`src/rtl/psdo_pkg.sv`:
```
// ----------------------------------------------------------------------------
// psdo_pkg: shared types and constants
// Field widths, command codes and register indexes for the pulse oscillator.
// ----------------------------------------------------------------------------
package psdo_pkg;

	localparam int TABLE_SIZE = 1024;
	localparam int IDX_W      = $clog2(TABLE_SIZE);
	localparam int FRAC_W     = 16;
	localparam int PHASE_W    = IDX_W + FRAC_W;
	localparam int SMP_W      = 16;
	localparam int QUO_W      = FRAC_W + 1;

	// shared multiplier operand and product widths
	localparam int MUL_A_W = 36;
	localparam int MUL_B_W = 25;
	localparam int MUL_P_W = MUL_A_W + MUL_B_W;

	typedef enum logic [1:0] {
		CMD_SAMPLE = 2'd0,
		CMD_WRITE  = 2'd1,
		CMD_CLEAR  = 2'd2,
		CMD_NONE   = 2'd3
	} cmd_t;

	typedef enum logic [2:0] {
		REG_TUNE  = 3'd0,
		REG_GAIN  = 3'd1,
		REG_WIDTH = 3'd2,
		REG_WMIN  = 3'd3,
		REG_WMAX  = 3'd4
	} reg_idx_t;

	// request to the crossing-fraction divider
	typedef struct packed {
		logic               start;
		logic [SMP_W-1:0]   mag;
		logic [SMP_W-1:0]   den;
	} div_req_t;

	typedef struct packed {
		logic               busy;
		logic [QUO_W-1:0]   quo;
	} div_rsp_t;

endpackage

```
`src/rtl/psdo_mul.sv`:
```
// ----------------------------------------------------------------------------
// psdo_mul: shared signed multiplier
// One registered signed product, reused for every multiplication of a sample.
// ----------------------------------------------------------------------------
module psdo_mul import psdo_pkg::*; (
	input  logic                       clk,
	input  logic signed [MUL_A_W-1:0]  a,
	input  logic signed [MUL_B_W-1:0]  b,
	output logic signed [MUL_P_W-1:0]  p
);

	logic signed [MUL_P_W-1:0] p_q;

	// register the product
	always_ff @(posedge clk) begin
		p_q <= MUL_P_W'(a) * MUL_P_W'(b);
	end

	assign p = p_q;

endmodule

```
`config.mk`:
```
export PLATFORM = sky130hd
export DESIGN_NAME = psdo_mul
export DESIGN_NICKNAME = d
export VERILOG_FILES = /design/src/rtl/psdo_pkg.sv /design/src/rtl/psdo_mul.sv
export SDC_FILE = /design/constraint.sdc
export NUM_CORES = 2
export LEC_CHECK = 0
export BUFFER_PORTS_ARGS = -buffer_cell sky130_fd_sc_hd__buf_2
export CORE_MARGIN = 5
export CORE_UTILIZATION = 65
export DETAILED_ROUTE_END_ITERATION = 8
export PLACE_DENSITY_LB_ADDON = 0.05
export SLEW_MARGIN = 10
export SYNTH_ARGS = -nofsm -noshare
export SYNTH_HDL_FRONTEND = slang
export SYNTH_SLANG_ARGS = --single-unit
```
`constraint.sdc`:
```
create_clock -name clk -period 8.45 [get_ports clk]
set_input_delay 0.845 -clock clk [delete_from_list [all_inputs] [get_ports clk]]
set_output_delay 0.845 -clock clk [all_outputs]
set_load 0.02 [all_outputs]
```
==> Implementation_results.wiki <==
{| class="wikitable"
! Metric !! Value
|-
| Count of endpoints failing hold in the final timing report || 0
|-
| H-tree level count || 3
|-
| IO Port Bufs || 122
|-
| ANT nets after route || 0
|-
| Number of stages on the worst setup path || 23
|-
| Die span in y || 235 um
|-
| Sequence of cells on the critical path || buf_2 > buf_4 > nand2_1 > fa_1 > inv_1 > fa_1 > inv_1 > fa_1 > inv_1 > fa_1 > fa_1 > fa_1 > fa_1 > ha_1 > and4_4 > and2_1 > a32oi_1 > a21oi_1 > or2_1 > a221oi_4 > o21ai_0 > a31oi_1 > xnor2_1
|-
| Critical Setup Path Class || input pin to flop
|-
| Post-layout minimum cycle time || 8080 ps
|-
| Post-route setup TNS || 0 ps
|-
| Total vias in the final route || 23.9k
|-
| CTS tree || yes
|-
| Post-layout instance count excluding filler cells || 4,222
|-
| Cell Area, Placed || 34,000 um^2
|-
| Combined global-route utilization of all metal layers || 0.343
|-
| Syn Area/Cell || 9.29 um^2
|-
| Total DRC errors in the routed layout || 0
|-
| Maximum fanout encountered on the critical timing path || 25
|-
| Kind of cell adding the most delay to the critical path || adder cells
|-
| Count of maximum capacitance violations || 0
|-
| Setup crit start kind || input pin
|-
| Highest clock rate || 124 MHz
|-
| Post-CTS repair timing setup buffer count || 0
|-
| Max FFs per register || 61
|-
| Final core occ || 0.686
|-
| Die outline area || 55,000 um^2
|-
| Distinct cell type count after synthesis || 69
|-
| Hold path cells || 3
|-
| First-pass GRT wire length || 144,000 um
|-
| Hold Path Class || input pin to flop
|-
| Cts-stage hold buffer count || 0
|-
| Worst Path Required || 8760 ps
|-
| CTS max path bufs || 2
|-
| Half-perimeter wire length after placement || 73,500 um
|-
| Clock sinks || 61
|-
| Critical Path Max Stage Delay || 580 ps
|-
| Sequential share of the synthesized area || 0.0372
|-
| Initial standard-cell utilization of the core || 0.655
|-
| Synthesized flop and latch total || 61
|-
| Top flip-flop cell by instance count after synthesis || sky130_fd_sc_hd__dfxtp_1
|-
| Share of synthesized flip-flops with an asynchronous set or reset || 0
|-
| Max-slew violations || 0
|-
| Cell with the largest stage delay on the worst path || sky130_fd_sc_hd__fa_1
|-
| Final design area excluding fillers || 34,400 um^2
|-
| Cells after synthesis || 3,529
|-
| Count of flip-flops with a built-in enable after synthesis || 0
|-
| Horizontal extent of the die || 235 um
|-
| Warning count from the yosys run || 0
|-
| Share of the clock period used by the worst path after layout || 0.956
|-
| Final layout net count || 4,679
|-
| Run status || finished, final reports clean
|-
| Vias in the first global route || 27.3k
|-
| Crit. End Element || flop
|-
| Remaining global-route overflow || 0
|-
| Total CTS buffers || 9
|-
| Clock-pin transition on the worst setup and hold timing paths || 60 ps
|-
| Drt first pass iters || 7
|-
| Unrepaired setup endpoints after global routing || no
|-
| Signed area change from the synthesized netlist to the final layout || 4.79%
|-
| Placeable core area || 50,100 um^2
|-
| DP Cell Count || 4,204
|-
| Maximum number of pins on one net before global-route repair || 37
|-
| Number of buffers and inverters on the critical path || 5
|-
| Slew margin rel. || 0.394
|-
| Data arrival time of the critical path || 8390 ps
|-
| Post-synthesis cell area || 32,800 um^2
|-
| Post-synth net total || 4,665
|-
| Ratio of cells with drive above 1 in the final layout || 0.0612
|-
| Std cell rows || 82
|-
| Routed len/inst || 20.9 um
|-
| Iteration-0 DRC Markers || 1,407
|-
| # resized after CTS || 0
|-
| Final setup violating endpoints || 0
|-
| Most repeated library cell on the critical path || sky130_fd_sc_hd__fa_1
|-
| Total Routed Length || 88,400 um
|-
| Buffer cell driving the clock tree root || sky130_fd_sc_hd__clkbuf_16
|-
| Number of I/O pins || 123
|-
| Worst slew pin tran || 909 ps
|-
| Mean number of vias per cell || 5.65
|-
| Antenna violations before repair || 5
|-
| GP Congestion || 0.936
|}
==> layer usage <==
layer / track usage / up-vias / wire (um) / part of all wire
li1: - / 10100 / - / -
met1: 0.402 / 12400 / 30600 / 0.35
met2: 0.595 / 997 / 45300 / 0.51
met4: 0.197 / 4 / 6160 / 0.070
met5: 0 / - / 27 / 0.00031
met3: 0.0626 / 348 / 6290 / 0.071
==> cell usage after synthesis, drive strengths merged, types with 14 or more instances <==
library cell	count	area [um^2]
nand2	450	1690
dfxtp	61	1220
ha	163	2040
inv	909	3410
and2	458	2870
clkbuf	171	652
nand4	14	87.6
xnor2	45	394
xor2	19	166
o21ai	31	166
nand2b	15	93.8
nor2	65	244
a21o	30	225
a21oi	64	335
fa	911	18200
==> worst min-delay path: cells and delay by family <==
family / cells / cell delay (ps)
buffers and inverters: 2 / 360
and+or+nand+nor: 1 / 200
==> layout by cell type, fill, tap and decap left out, types with 8 or more instances in the layout <==
cell                        netlist  routed
sky130_fd_sc_hd__clkbuf_16        0       9
sky130_fd_sc_hd__nand2_1        450     450
sky130_fd_sc_hd__dfxtp_1         61      61
sky130_fd_sc_hd__buf_4            1      62
sky130_fd_sc_hd__inv_1          909     909
sky130_fd_sc_hd__ha_1           163     163
sky130_fd_sc_hd__o21ai_0         27      27
sky130_fd_sc_hd__and2_1         458     458
sky130_fd_sc_hd__nor3_1           9       9
sky130_fd_sc_hd__fa_1           911     911
sky130_fd_sc_hd__a21oi_1         62      62
sky130_fd_sc_hd__o21bai_1        11      11
sky130_fd_sc_hd__a21o_1          30      30
sky130_fd_sc_hd__xnor2_1         45      45
sky130_fd_sc_hd__nand3_1          8       8
sky130_fd_sc_hd__nor2b_1          8       8
sky130_fd_sc_hd__buf_2           10     122
sky130_fd_sc_hd__nand4_1         14      14
sky130_fd_sc_hd__nor2_1          65      65
sky130_fd_sc_hd__nand2b_1        15      15
sky130_fd_sc_hd__xor2_1          19      19
==> final cells by class <==
cell class | instances | area, um^2
clock inverters | 7 | 103
diodes | 2 | 5.00
multi-input cells | 2376 | 27400
inverters | 909 | 3410
fillers | 4080 | 15700
repair buffers | 186 | 1120
clock buffers | 9 | 225
well taps | 672 | 841
flip-flops and latches | 61 | 1220
==> logic make-up after synthesis <==
| logic type | Yosys count | share of synthesized area |
|---|---|---|
| compound gates | 193 | 0.0405 |
| xor+xnor | 64 | 0.0171 |
| flops | 61 | 0.0372 |
| mux | 1 | 0.000305 |
| fa+ha+maj | 1074 | 0.618 |
| simple gates | 1044 | 0.160 |
| buf+inv | 1092 | 0.126 |
==> worst paths after layout <==
kind / from / to / slack (ps)
max: b[4] / p[42] / 370
min: a[0] / p[0] / 1110
==> metrics by stage <==
step / setup WS (ps) / hold WS, ps
CTS: 478 / 1090
global placement: 234 / 1260
detailed placement: 72.2 / 1260
finish: 374 / 1110
global route: 190 / 1100
floorplan: 1040 / 972
Power is left out: the tool's default activity adds up to more than one toggle a clock period on the data nets, which glitch-free logic cannot reach.
