<file path="config.mk">
export PLATFORM = sky130hd
export DESIGN_NAME = psdo_divider
export DESIGN_NICKNAME = d
export VERILOG_FILES = /design/src/rtl/psdo_pkg.sv /design/src/rtl/psdo_divider.sv
export SDC_FILE = /design/constraint.sdc
export NUM_CORES = 1
export LEC_CHECK = 0
export BUFFER_PORTS_ARGS = -buffer_cell sky130_fd_sc_hd__buf_2
export CORE_MARGIN = 2
export CORE_UTILIZATION = 56
export CTS_CLUSTER_SIZE = 12
export DETAILED_ROUTE_END_ITERATION = 12
export PLACE_DENSITY_LB_ADDON = 0.25
export SYNTH_ARGS = -nofsm -noshare
export SYNTH_HDL_FRONTEND = slang
export SYNTH_SLANG_ARGS = --single-unit
</file>
<file path="constraint.sdc">
create_clock -name clk -period 2.6 [get_ports clk]
set_input_delay 0.52 -clock clk [delete_from_list [all_inputs] [get_ports clk]]
set_output_delay 0.52 -clock clk [all_outputs]
set_load 0.01 [all_outputs]
</file>
<file path="src/rtl/psdo_pkg.sv">
// ----------------------------------------------------------------------------
// psdo_pkg: shared types and constants
// Field widths, command codes and register indexes for the pulse oscillator.
// ----------------------------------------------------------------------------
package psdo_pkg;

	localparam int TABLE_SIZE = 1024;
	localparam int IDX_W      = $clog2(TABLE_SIZE);
	localparam int FRAC_W     = 16;
	localparam int PHASE_W    = IDX_W + FRAC_W;
	localparam int SMP_W      = 16;
	localparam int QUO_W      = FRAC_W + 1;

	// shared multiplier operand and product widths
	localparam int MUL_A_W = 36;
	localparam int MUL_B_W = 25;
	localparam int MUL_P_W = MUL_A_W + MUL_B_W;

	typedef enum logic [1:0] {
		CMD_SAMPLE = 2'd0,
		CMD_WRITE  = 2'd1,
		CMD_CLEAR  = 2'd2,
		CMD_NONE   = 2'd3
	} cmd_t;

	typedef enum logic [2:0] {
		REG_TUNE  = 3'd0,
		REG_GAIN  = 3'd1,
		REG_WIDTH = 3'd2,
		REG_WMIN  = 3'd3,
		REG_WMAX  = 3'd4
	} reg_idx_t;

	// request to the crossing-fraction divider
	typedef struct packed {
		logic               start;
		logic [SMP_W-1:0]   mag;
		logic [SMP_W-1:0]   den;
	} div_req_t;

	typedef struct packed {
		logic               busy;
		logic [QUO_W-1:0]   quo;
	} div_rsp_t;

endpackage

</file>
<file path="src/rtl/psdo_divider.sv">
// ----------------------------------------------------------------------------
// psdo_divider: crossing fraction divider
// Restoring divider, one quotient bit a cycle: mag * 2^16 / den, with mag <= den.
// ----------------------------------------------------------------------------
module psdo_divider import psdo_pkg::*; (
	input  logic     clk,
	input  logic     arst_n,
	input  div_req_t req,
	output div_rsp_t rsp
);

	logic [SMP_W-1:0] rem_q;
	logic [SMP_W-1:0] den_q;
	logic [QUO_W-1:0] quo_q;
	logic [4:0]       cnt_q;
	logic             nb_q;
	logic             busy_q;
	logic [SMP_W:0]   trial;
	logic             ge;

	// shift in the next dividend bit and try the subtraction
	assign trial = {rem_q, nb_q};
	assign ge    = trial >= {1'b0, den_q};

	always_ff @(posedge clk or negedge arst_n) begin
		if (!arst_n) begin
			busy_q <= 1'b0;
			cnt_q  <= '0;
		end else if (req.start) begin
			busy_q <= 1'b1;
			cnt_q  <= 5'(QUO_W);
		end else if (busy_q) begin
			cnt_q <= cnt_q - 5'd1;
			if (cnt_q == 5'd1) begin
				busy_q <= 1'b0;
			end
		end
	end

	// upper dividend bits leave mag >> 1 as the first partial remainder
	always_ff @(posedge clk) begin
		if (req.start) begin
			rem_q <= {1'b0, req.mag[SMP_W-1:1]};
			nb_q  <= req.mag[0];
			den_q <= req.den;
			quo_q <= '0;
		end else if (busy_q) begin
			rem_q <= ge ? SMP_W'(trial - {1'b0, den_q}) : trial[SMP_W-1:0];
			nb_q  <= 1'b0;
			quo_q <= {quo_q[QUO_W-2:0], ge};
		end
	end

	assign rsp.busy = busy_q;
	assign rsp.quo  = quo_q;

endmodule

</file>
==> metrics.md, run 1 <==
| Metric | Value |
|---|---|
| Core ar. | 5510 µm² |
| ANT cells | 0 |
| CP peak stage delay | 0.45 ns |
| Filler cells | 457 |
| Max Freq | 397 MHz |
| Routed Antenna Nets | 0 |
| Mapped cell area | 3200 µm² |
| Worst-case clock skew | 0.00395 ns |
| DRT iter0 DRCs | 100 |
| Share of layout cells above drive strength 1 | 0.276 |
| Layout Nets | 448 |
| Leakage | 1.79 nW |
| # setup viols final | 0 |
| Clk root buf | clkbuf_8 |
| Critical path's top delay family | compound AO/OA/AOI/OAI gates |
| Clk pwr share | 0.124 |
| Slew @ Worst Pin | 0.487 ns |
| Cell Area, Placed | 3690 µm² |
| Hold slack | 0.00559 ns |
| Syn avg cell area | 9.99 µm² |
| DR vias | 2666 |
| Register Area | 1470 µm² |
| WP buf/inv | 1 |
| Post-Layout Cell Count | 467 |
| Total wire length | 7.24 mm |
| Total grt overflow | 0 |
| Worst slack, placed | -0.0148 ns |
| Pwr per Cell Area | 1090 nW/µm² |
| Most common cell after layout, fill and taps aside | buf_2 |
| Dpl hpwl | 5.21 mm |
| Post-synth EDFFs | 32 |
| Synth area leaders | edfxtp_1 (30%), dfxtp_1 (11%), ha_1 (7.0%) |
| Num rows | 27 |
| Die width | 79.6 µm |
| Outcome | finished clean |
| Placed insts | 456 |
| Worst path slowest cell | edfxtp_1 |
| Switching fraction of total power | 0.402 |
| Yosys top cell area share | 0.301 |
| Sequential share of power | 0.320 |
| Tcrit/Tclk final | 0.968 |
| Syn_nets | 374 |
| Worst setup SP type | flop |
| First-pass GRT wire length | 11.7 mm |
| CP max FO | 6 |
| CP Data Required Time | 2.65 ns |
| Post-route minimum period | 2.52 ns |
| Max VDD drop | 0.000565 V |
| Area of the multi-input gates | 1630 µm² |
| Initial Util | 0.581 |
| Die area | 6330 µm² |
| CTS tree | built |
| Design Area, Final | 3880 µm² |
| MaxCap Viol Count | 0 |
| IO Pins | 53 |
| DRC | 0 |
| Die Height | 79.6 µm |
| Clk sink count | 56 |
| Fin. Hold Viols | 0 |
| Seq/Total Area, Yosys | 0.460 |
| CTS Buf Count | 5 |
| Number of global-route vias before repair | 2582 |
| Comb power frac | 0.556 |
| Internal power | 2.52 mW |
| Port Buffer Count | 52 |
| Asr flop ratio synth | 0.107 |
| Antenna violations before repair | 0 |
| Slew headroom | 0.675 |
| Hold crit path type | input port to asynchronous set/reset pin |
| Maximum clock insertion buffer count | 2 |
| Top FF cell, synth | edfxtp_1 |
| Synth cell types | 54 |
| Latest clock arrival within the worst-skew pair | 0.31 ns |
| Overall Global Routing Usage | 0.237 |
| Drt wl/cell | 15.5 µm |
| RSZ-0062 raised after global routing | yes |
| Final worst slack | 0.0839 ns |
| Commonest cells after routing, fill and taps aside | buf_2 (52), nor2_1 (38), edfxtp_1 (32) |
| Largest net degree at the start of global routing | 38 |
| Final Wtd Congestion | 0.908 |
| Critical path class | flop to flop |
| Yosys reg bits | 56 |
| Cell taking the most area after synthesis | edfxtp_1 |
| Critical-path cell list | ha_4, o211ai_1, a21o_1, a211o_4, a211o_4, buf_4, a41oi_2, o31ai_1 |
| Pre-antenna DRT Iters | 4 |
| Final Max Slew Viols | 0 |
| Clock slew at reported path FFs | 0.10 ns |
| Most frequent CP cell | a211o_4 |
| Layout area overhead | 21.4% |
| Final core utilization | 0.705 |
| Crit path capture type | flop |
| Via/cell ratio | 5.71 |
| Htree depth | 2 |
| Crit path DAT | 2.57 ns |
| Mapped Cells | 320 |
| Sw Pwr | 1.70 mW |
| Synthesis warning total | 0 |
==> through the flow <==
| stage | setup TNS [ns] | power, mW |
|---|---|---|
| after floorplan | 0 | 2.88 |
| after global placement | -0.00334 | 3.50 |
| after detailed placement | -0.0160 | 3.54 |
| after CTS | 0 | 4.08 |
| after global routing | -0.0117 | 4.52 |
| final | 0 | 4.22 |
==> cells in the mapped netlist, types with 2 or more instances <==
cell type,instances
a211o_1,4
a211oi_1,4
a21boi_0,2
a21o_1,4
a21oi_1,17
a221oi_1,2
a31oi_1,10
a41oi_1,2
and2_1,6
and3_1,3
buf_1,4
buf_2,3
buf_4,2
clkbuf_1,5
dfrtp_1,6
dfxtp_1,18
edfxtp_1,32
ha_1,18
inv_1,23
mux2_2,2
mux2i_1,18
nand2_1,15
nand2b_1,5
nand3_1,8
nor2_1,38
nor2b_1,2
nor3_1,4
nor3b_1,2
nor4_1,2
o211ai_1,3
o21ai_0,10
o21ai_1,9
o31ai_1,4
xnor2_1,11
xor2_1,3
==> cell families after synthesis <==
logic type                 Yosys count  share of synthesized area
AOI/OAI and AO/OA                   82                      0.177
xor gates and xnor gates            14                     0.0384
adders and majority gates           19                     0.0767
DFF                                 56                      0.460
and+or+nand+nor                     90                      0.133
muxes                               20                     0.0634
buffers and inverters               39                     0.0517
==> state kept, by name, indices dropped and copies added, names as in the netlist <==
| register | cells |
|---|---|
| busy_q | 1 |
| den_q | 16 |
| nb_q | 1 |
| cnt_q | 5 |
| quo_q | 17 |
| rem_q | 16 |
==> final cells by class <==
| cell class | instances | area share |
|---|---|---|
| Clock buffer | 6 | 0.0213 |
| Sequential cell | 56 | 0.379 |
| Clock inverter | 2 | 0.00451 |
| Tap cell | 72 | 0.0232 |
| Inverter | 24 | 0.0232 |
| Multi-Input combinational cell | 225 | 0.420 |
| Timing Repair Buffer | 82 | 0.128 |
==> repair_timing <==
item	4_1_cts	5_1_grt
pin swaps	0	1
endpoints found under the setup margin	2	15
hold buffers	0	0
gates resized for setup	2	13
buffers inserted	0	3
==> final timing paths <==
check                                from  depth (start not counted)  slack [ns]        end
worst max-delay path             rem_q[3]                          8        0.08   rem_q[9]
worst min-delay path               arst_n                          1       0.006   cnt_q[2]
worst max register to register   rem_q[3]                          8        0.08   rem_q[9]
worst min register to register  quo_q[16]                          2        0.51  quo_q[16]
max in group asynchronous          arst_n                          1        2.45   cnt_q[4]
min in group clk                   req[0]                          1        0.37   den_q[0]
==> power groups by stage <==
stage | sequential (mW) | clock, mW | combinational (mW)
finish | 1.35 | 0.522 | 2.35
global route | 1.37 | 0.567 | 2.58
CTS | 1.34 | 0.534 | 2.21
detailed placement | 1.36 | 0 | 2.18
global placement | 1.35 | 0 | 2.15
floorplan | 1.32 | 0 | 1.56
==> routing by layer <==
metal | up-vias | share of wire | global-route usage
met5 | - | 0 | 0
met4 | 0 | 0.011 | 0.0500
li1 | 1325 | - | -
met1 | 1259 | 0.46 | 0.317
met3 | 10 | 0.055 | 0.0441
met2 | 72 | 0.47 | 0.400
No activity file was read; power rests on OpenSTA's default activity.
==> run 2: changes to the inputs <==
- CORE_UTILIZATION: 56 -> 61
- clock period: 2.6 -> 2.94 ns (I/O delays scaled with it)
==> run 2 against run 1 <==
Effect of this change:
- core utilization grew 1.0 points
- clock skew shrank 0.00084 ns
- clock-buffer cell count shrank 1
- register-to-register slack gained 0.11 ns
- sequential power shrank 13%
- largest power group unchanged
- die area shrank 7.8%
- first-iteration DRC count grew 82%
- critical path depth grew 2
- routed wire length shrank 6.2%
==> metrics.md, run 2 (same netlist as run 1, synthesis figures left out) <==
| Metric | Value |
|---|---|
| Outcome | finished clean |
| Cell Area, Placed | 3540 µm² |
| Tcrit/Tclk final | 0.935 |
| Worst-case clock skew | 0.00311 ns |
| Final Max Slew Viols | 0 |
| Die Height | 76.4 µm |
| Largest net degree at the start of global routing | 30 |
| Initial Util | 0.630 |
| Register Area | 1470 µm² |
| Commonest cells after routing, fill and taps aside | buf_2 (52), nor2_1 (38), edfxtp_1 (32) |
| Post-CTS Setup Inserts | 0 |
| Most frequent CP cell | inv_1 |
| Final Wtd Congestion | 0.853 |
| # setup viols final | 0 |
| MaxCap Viol Count | 0 |
| Clock slew at reported path FFs | 0.10 ns |
| Hold crit path type | input port to asynchronous set/reset pin |
| Routed Antenna Nets | 0 |
| CP Data Required Time | 3.01 ns |
| ANT cells | 0 |
| Layout Nets | 427 |
| Total wire length | 6.79 mm |
| Critical path's top delay family | compound AO/OA/AOI/OAI gates |
| Design Area, Final | 3630 µm² |
| Max Freq | 364 MHz |
| Area of the multi-input gates | 1560 µm² |
| Core ar. | 5070 µm² |
| Biggest regs | quo_q x17, den_q x16, rem_q x16 |
| Post-CTS Hold Fix Bufs | 0 |
| Critical path class | flop to flop |
| Share of layout cells above drive strength 1 | 0.201 |
| Max FFs per register | 17 |
| Worst path slowest cell | fa_1 |
| CP max FO | 6 |
| Critical-path cell list | inv_1, ha_1, inv_1, fa_1, a211oi_1, o21ai_1, a31oi_1, a21boi_0, a221oi_1, a311o_1 |
| Hold slack | 0.0805 ns |
| Port Buffer Count | 52 |
| Worst setup SP type | flop |
| IO Pins | 53 |
| Crit path capture type | flop |
| Fin. Hold Viols | 0 |
| Latest clock arrival within the worst-skew pair | 0.31 ns |
| Post-cts resize count | 0 |
| Antenna violations before repair | 0 |
| Slew @ Worst Pin | 0.604 ns |
| Final core utilization | 0.715 |
| First-pass GRT wire length | 11.4 mm |
| RSZ-0062 raised after global routing | no |
| DRT iter0 DRCs | 182 |
| Setup TNS | 0 ns |
| Crit path DAT | 2.82 ns |
| Total grt overflow | 0 |
| CP peak stage delay | 0.42 ns |
| Pwr per Cell Area | 932 nW/µm² |
| Max VDD drop | 0.000552 V |
| Clk root buf | clkbuf_8 |
| Clk sink count | 56 |
| Pre-antenna DRT Iters | 4 |
| Die width | 76.4 µm |
| Via/cell ratio | 5.82 |
| Overall Global Routing Usage | 0.244 |
| Post-route minimum period | 2.75 ns |
| CTS Buf Count | 5 |
| Num rows | 26 |
| Filler cells | 415 |
| Leakage | 1.68 nW |
| Htree depth | 2 |
| Die area | 5840 µm² |
| Largest Register | quo_q |
| Dpl hpwl | 4.84 mm |
| Number of global-route vias before repair | 2577 |
| WP buf/inv | 2 |
| DRC | 0 |
| Most common cell after layout, fill and taps aside | buf_2 |
| DR vias | 2582 |
| CTS tree | built |
| Slew headroom | 0.595 |
| Drt wl/cell | 15.3 µm |
| Layout area overhead | 13.5% |
| Maximum clock insertion buffer count | 2 |
-- run 2: cell count changes in the layout (fill, tap and decap cells not counted), moves of 2 or more --
cell / change
a211o_4: -2
a41oi_1: +2
a41oi_2: -2
buf_4: -20
ha_1: +4
ha_2: -3
o21ai_1: +2
o21ai_2: -2
-- run 2: worst paths after layout --
kind	from	end	slack [ns]	depth (start not counted)
worst max-delay path	nb_q	rem_q[14]	0.19	10
worst min-delay path	arst_n	cnt_q[1]	0.08	1
worst max register to register	nb_q	rem_q[14]	0.19	10
worst min register to register	quo_q[16]	quo_q[16]	0.51	2
max in group asynchronous	arst_n	cnt_q[4]	2.72	1
min in group clk	req[5]	den_q[5]	0.44	1
-- run 2: metal layers --
layer / routed length, µm / global-route usage / vias up
met4: 140 / 0.111 / 0
met3: 458 / 0.0438 / 11
met1: 3030 / 0.306 / 1206
met5: 0 / 0 / -
li1: - / - / 1272
met2: 3160 / 0.412 / 93
-- run 2: through the flow --
| step | setup slack (ns) | power (mW) | instances |
|---|---|---|---|
| after CTS | 0.135 | 3.38 | 444 |
| after detailed placement | 0.162 | 2.94 | 436 |
| after floorplan | 0.532 | 2.55 | 320 |
| after global placement | 0.304 | 2.90 | 436 |
| final | 0.190 | 3.38 | 444 |
| after global routing | 0.0292 | 3.64 | 444 |
-- run 2: area by class of cell --
class | count | area share
sequential | 56 | 0.405
clock inverter | 3 | 0.00620
timing repair buffer | 61 | 0.0903
tap | 70 | 0.0241
inverter | 24 | 0.0248
multi-input combinational | 225 | 0.430
clock buffer | 5 | 0.0190
-- run 2: report_power, final --
group	leakage, nW	internal [mW]	switching (mW)
logic	1.09	0.769	1.01
registers	0.542	1.05	0.126
clock network	0.0485	0.171	0.257
total	1.68	1.99	1.39
